### config.mk
export PLATFORM = sky130hd
export DESIGN_NAME = vnds_ctrl
export DESIGN_NICKNAME = d
export VERILOG_FILES = /design/src/sv/vnds_pkg.sv /design/src/sv/vnds_ctrl.sv
export SDC_FILE = /design/constraint.sdc
export NUM_CORES = 1
export LEC_CHECK = 0
export ABC_AREA = 0
export BUFFER_PORTS_ARGS = -buffer_cell sky130_fd_sc_hd__buf_2
export CAP_MARGIN = 10
export CELL_PAD_IN_SITES_DETAIL_PLACEMENT = 1
export CELL_PAD_IN_SITES_GLOBAL_PLACEMENT = 1
export CORE_MARGIN = 1.5
export CORE_UTILIZATION = 30
export DETAILED_ROUTE_END_ITERATION = 12
export PLACE_DENSITY_LB_ADDON = 0.2
export SETUP_SLACK_MARGIN = 0.3
export SYNTH_ARGS = -nofsm -noshare
export SYNTH_HDL_FRONTEND = slang
export SYNTH_SLANG_ARGS = --single-unit
### constraint.sdc
create_clock -name clk -period 1.95 [get_ports clk]
set_input_delay 0.195 -clock clk [delete_from_list [all_inputs] [get_ports clk]]
set_output_delay 0.195 -clock clk [all_outputs]
set_load 0.005 [all_outputs]
### src/sv/vnds_pkg.sv
// Shared types, constants and helper functions for the voxel neighbourhood density score block.
// Used by vnds_ctrl, vnds_dp and the top level; depends on nothing else.
package vnds_pkg;

	localparam int GRID_X_DEF     = 80;
	localparam int GRID_Y_DEF     = 69;
	localparam int GRID_Z_DEF     = 57;
	localparam int COUNT_BITS_DEF = 16;

	localparam int COORD_W = 12;
	localparam int VOXEL_W = 8;
	localparam int OFFS_W  = 8;
	localparam int RAD_W   = 2;
	localparam int POS_W   = 10;
	localparam int SCORE_W = 31;
	localparam int CELLS_W = 7;
	localparam int DEN_W   = 8;
	localparam int SCALE_W = 13;

	localparam logic [SCALE_W-1:0] SCORE_SCALE = 13'd6400;
	localparam logic [SCORE_W-1:0] SCORE_MAX   = 31'h7FFF_FFFF;

	localparam logic [OFFS_W-1:0] OFFSET_X_RST = 8'd40;
	localparam logic [OFFS_W-1:0] OFFSET_Y_RST = 8'd34;
	localparam logic [OFFS_W-1:0] OFFSET_Z_RST = 8'd28;
	localparam logic [RAD_W-1:0]  RADIUS_RST   = 2'd3;

	localparam logic [1:0] REG_OFFSET_X = 2'd0;
	localparam logic [1:0] REG_OFFSET_Y = 2'd1;
	localparam logic [1:0] REG_OFFSET_Z = 2'd2;
	localparam logic [1:0] REG_RADIUS   = 2'd3;

	localparam logic REQ_ADD   = 1'b0;
	localparam logic REQ_QUERY = 1'b1;

	typedef struct packed {
		logic clear;
		logic load;
		logic inject;
		logic walk_init;
		logic walk_run;
		logic div_start;
		logic div_run;
		logic out_load;
	} vnds_cmd_t;

	typedef struct packed {
		logic clear_done;
		logic walk_last;
		logic pipe_empty;
		logic div_done;
	} vnds_sts_t;

	function automatic logic signed [POS_W-1:0] round_coord(input logic signed [COORD_W-1:0] c);
		logic signed [COORD_W:0] t;
		logic signed [POS_W-1:0] q;
		begin
			t = (COORD_W+1)'(c) + 13'sd8;
			q = POS_W'(t >>> 4);
			if (t[COORD_W] && (t[3:0] != 4'd0)) begin
				q = q + 10'sd1;
			end
			return q;
		end
	endfunction

	function automatic logic signed [3:0] abs3(input logic signed [2:0] a);
		begin
			return a[2] ? -4'(a) : 4'(a);
		end
	endfunction

	function automatic logic signed [3:0] span_lim(input logic [RAD_W-1:0] d,
		input logic signed [2:0] a, input logic signed [2:0] b);
		logic signed [3:0] r;
		logic signed [3:0] ds;
		begin
			ds = $signed({2'b00, d});
			r = 4'sd3 - abs3(a) - abs3(b);
			return (r < ds) ? r : ds;
		end
	endfunction

endpackage

### src/sv/vnds_ctrl.sv
// Controller state machine for the voxel neighbourhood density score block.
// Depends on vnds_pkg; drives the datapath vnds_dp through command and status structs.
module vnds_ctrl (
	input  logic                clk,
	input  logic                arst_n,
	input  logic                in_valid,
	output logic                in_stall,
	input  logic                req_type,
	output logic                out_valid,
	input  logic                out_stall,
	input  vnds_pkg::vnds_sts_t sts,
	output vnds_pkg::vnds_cmd_t cmd
);

	typedef enum logic [9:0] {
		ST_CLEAR     = 10'b00_0000_0001,
		ST_IDLE      = 10'b00_0000_0010,
		ST_ADD       = 10'b00_0000_0100,
		ST_ADD_WAIT  = 10'b00_0000_1000,
		ST_WALK_INIT = 10'b00_0001_0000,
		ST_WALK      = 10'b00_0010_0000,
		ST_DRAIN     = 10'b00_0100_0000,
		ST_DIV_START = 10'b00_1000_0000,
		ST_DIV       = 10'b01_0000_0000,
		ST_FINISH    = 10'b10_0000_0000
	} state_t;

	state_t state_q;
	state_t state_d;
	logic   out_full_q;
	logic   accept;
	logic   out_free;

	assign in_stall  = (state_q != ST_IDLE);
	assign accept    = in_valid && !in_stall;
	assign out_valid = out_full_q;
	assign out_free  = !out_full_q || !out_stall;

	always_comb begin
		state_d = state_q;
		cmd     = '0;
		case (state_q)
			ST_CLEAR: begin
				cmd.clear = 1'b1;
				if (sts.clear_done) begin
					state_d = ST_IDLE;
				end
			end
			ST_IDLE: begin
				if (accept) begin
					cmd.load = 1'b1;
					state_d  = (req_type == vnds_pkg::REQ_QUERY) ? ST_WALK_INIT : ST_ADD;
				end
			end
			ST_ADD: begin
				cmd.inject = 1'b1;
				state_d    = ST_ADD_WAIT;
			end
			ST_ADD_WAIT: begin
				if (sts.pipe_empty) begin
					state_d = ST_IDLE;
				end
			end
			ST_WALK_INIT: begin
				cmd.walk_init = 1'b1;
				state_d       = ST_WALK;
			end
			ST_WALK: begin
				cmd.walk_run = 1'b1;
				if (sts.walk_last) begin
					state_d = ST_DRAIN;
				end
			end
			ST_DRAIN: begin
				if (sts.pipe_empty) begin
					state_d = ST_DIV_START;
				end
			end
			ST_DIV_START: begin
				cmd.div_start = 1'b1;
				state_d       = ST_DIV;
			end
			ST_DIV: begin
				cmd.div_run = 1'b1;
				if (sts.div_done) begin
					state_d = ST_FINISH;
				end
			end
			ST_FINISH: begin
				if (out_free) begin
					cmd.out_load = 1'b1;
					state_d      = ST_IDLE;
				end
			end
			default: begin
				state_d = ST_IDLE;
			end
		endcase
	end

	always_ff @(posedge clk or negedge arst_n) begin
		if (!arst_n) begin
			state_q    <= ST_CLEAR;
			out_full_q <= 1'b0;
		end else begin
			state_q <= state_d;
			if (cmd.out_load) begin
				out_full_q <= 1'b1;
			end else if (out_full_q && !out_stall) begin
				out_full_q <= 1'b0;
			end
		end
	end

endmodule

==> summary.md <==
| Metric | Value |
|---|---|
| IO buf count | 18 |
| Post-Route WL | between 2 and 2.5 mm |
| Placed cell area | 889.6 µm² |
| Max-slew violations | 0 |
| Period minus WS final | about 1.9 ns |
| Net switching power | approximately 570 µW |
| CP max FO | 3 |
| PwrDens | ~1200 nW/µm² |
| Status | complete, no violations |
| CTS clk-pin slew, worst paths | around 0.080 ns |
| Critical Path AT | 1.71 ns |
| Row Count | 17 |
| Pin count of the biggest net entering global routing | 12 |
| Startpoint Class | flop |
| Pleak | around 0.00060 µW |
| Synth Warn # | 0 |
| DR vias/cell | between 5 and 6 |
| H-tree levels | 1 |
| Most frequent cells in the layout | buf_4, buf_2, buf_6, dfrtp_2 |
| Worst-Margin Slew | 0.3336 ns |
| Register area share after synthesis | 0.3683 |
| Initial Utilization | 0.3268 |
| ANT nets after route | 0 |
| Placed cells | 120 |
| WL per Instance | approximately 16 µm |
| CTS Sinks | 11 |
| Die area | between 2000 and 3000 µm² |
| Clock buffer depth | 2 |
| Worst skew pair latency | about 0.28 ns |
| FF-to-FF path depth | 6 |
| Fill count | 264 |
| Post-synth cell types | 42 |
| Fmax | 0.5261 GHz |
| RSZ-0062 raised after global routing | yes |
| Total global-route track usage | 0.1910 |
| Synthesized instance count | ~70 |
| Post-DP HPWL | 1.527 mm |
| Worst min path class | input port to flop |
| Crit path cell chain | nor4_4 > nand2_2 > nor2_2 > nand3b_1 > a21oi_1 > buf_2 |
| Tot Pwr | between 1000 and 1500 µW |
| Final setup viols | 0 |
| Post-synth EDFFs | 0 |
| Max-slew headroom | 0.7759 |
| Utilization after layout | 0.5049 |
| Clock buffer count from CTS | 3 |
| #FFs+latches synth | 11 |
| Initial drt markers | 9 |
| R2R setup slack | ~0.070 ns |
| Die X | 53.03 µm |
| Hold endpoint | state_q[0] |
| Reg-to-reg critical path endpoint | state_q[6] |
| Final non-filler cell area | between 1000 and 1500 µm² |
| Async S/R FF share, synth | 1.000 |
| Peak VDD IR | approximately 0.0007 V |
| Chip height | 53.03 µm |
| Crit-path slowest cell | dfrtp_2 |
| Core Box Area | 2297 µm² |
| Final hold violations | 0 |
| Initial antenna violation count | 0 |
| RR Startpoint | state_q[2] |
| Hold Startpoint | sts[3] |
| Layout area overhead | 54.50% |
| Crit path capture type | output pin |
| First-pass GRT wire length | between 3 and 4 mm |
| CTS root buf | clkbuf_4 |
| WP data required | 1.75 ns |
| Fin crit share | 0.9747 |
| Clock skew | slightly above 0.0009 ns |
| Layout cells sized above 1 | 0.6522 |
| Commonest non-fill, non-tap cell in the layout | buf_4 |
| Internal power | about 810 µW |
| Clock power share | 0.121 |
| CTS tree | built |
| Switching part of the total | 0.4119 |
| DRT Pass-1 Iters | 4 |
| GPL Wtd Cong | ~0.80 |
| Final cell count without fillers | about 140 |
| # Max-Cap Violations | 0 |
| CP Class | flop to output pin |
| Post-synthesis cell area | around 750 µm² |
| Hold depth | 2 |
| Syn Area/Cell | 10.43 µm² |
| Vias in the first global route | around 800 |
| Comb power frac | 0.638 |
| Diode count | 0 |
| Drt drc | 0 |
| Reg power frac | 0.241 |
| Top FF cell, synth | dfrtp_1 |
| Ports | 19 |
| Vias | approximately 750 |
| Nets@finish | between 100 and 150 |
| Delay of the slowest critical-path stage | 0.43 ns |
| Post-synth net total | 81 |
| GRT overflow | 0 |
==> worst max-delay path by stage <==
stage	start	to
detailed placement	state_q[1]	state_q[6]
CTS	state_q[2]	cmd[0]
floorplan	state_q[6]	state_q[6]
finish	state_q[2]	cmd[0]
global route	state_q[2]	cmd[0]
global placement	state_q[1]	state_q[6]
==> state kept, by name (all words and copies together) (netlist names) <==
name       flops
out_valid      1
state_q       10
==> what timing repair did <==
item	4_1_cts	5_1_grt
pin swaps	11	10
gates resized for setup	21	7
hold buffers	1	0
setup endpoints to repair	11	14
setup buffers	13	5
hold endpoints to repair	10	0
==> worst max-delay path, delay by kind of cell (launching register included) <==
kind / cells / cell delay (ns)
DFF: 1 / 0.43
buffers and inverters: 1 / 0.12
and+or+nand+nor: 4 / 0.76
AOI/OAI and AO/OA: 1 / 0.12
==> cell families (layout without fill, tap and decap cells) <==
| group | after synthesis | count (layout) | share of synthesized area |
|---|---|---|---|
| AND/OR/NAND/NOR | 39 | 39 | 0.3850 |
| AO/OA/AOI/OAI | 12 | 12 | 0.1450 |
| flip-flops | 11 | 11 | 0.3683 |
| buffers and inverters | 6 | 49 | 0.04666 |
| XOR/XNOR | 3 | 3 | 0.03501 |
| multiplexers | 1 | 1 | 0.01999 |
==> final cells by class <==
| cell class | count | area [µm²] | area share |
|---|---|---|---|
| Inverter | 3 | 11.26 | 0.009709 |
| Multi-Input combinational cell | 55 | 496.7 | 0.4283 |
| Tap cell | 28 | 35.03 | 0.03021 |
| Clock inverter | 1 | 5.005 | 0.004315 |
| Clock buffer | 3 | 22.52 | 0.01942 |
| Timing Repair Buffer | 42 | 305.3 | 0.2632 |
| Sequential cell | 11 | 284.0 | 0.2449 |
==> power groups by stage <==
| stage | clock, µW | combinational [µW] | sequential (µW) |
|---|---|---|---|
| after floorplan | 0 | 355 | 314 |
| after global placement | 0 | 491 | 331 |
| after detailed placement | 0 | 503 | 335 |
| after CTS | 169 | 775 | 330 |
| after global routing | 177 | 953 | 337 |
| final | 168 | 881 | 333 |
==> cell usage after synthesis, types with 2 or more instances <==
master	instances	area (µm²)
a21o_1	2	15.01
a21oi_1	2	10.01
and3_1	2	12.51
dfrtp_1	10	250.2
inv_1	3	11.26
nand2_1	5	18.77
nand3b_1	2	15.01
nor2_1	7	26.28
nor3_1	3	15.01
nor4_1	2	12.51
nor4_4	2	42.54
xor2_1	2	17.52
==> routing by layer <==
layer	GRT usage	share of wire
met2	0.3250	0.52
met4	0.07692	0.015
met3	0.01695	0.029
met1	0.2469	0.43
met5	0	0
==> stage by stage <==
step / hold slack, ns / setup slack, ns / TNS [ns]
2_1_floorplan: -0.1006 / 0.2150 / 0
3_3_place_gp: 0.09072 / 0.1241 / 0
3_5_place_dp: 0.08593 / 0.1238 / 0
4_1_cts: 0.05074 / 0.07696 / 0
5_1_grt: 0.05425 / -0.05100 / -0.09162
6_report: 0.05293 / 0.04932 / 0
Note: power is estimated with default switching activity, not from simulation.
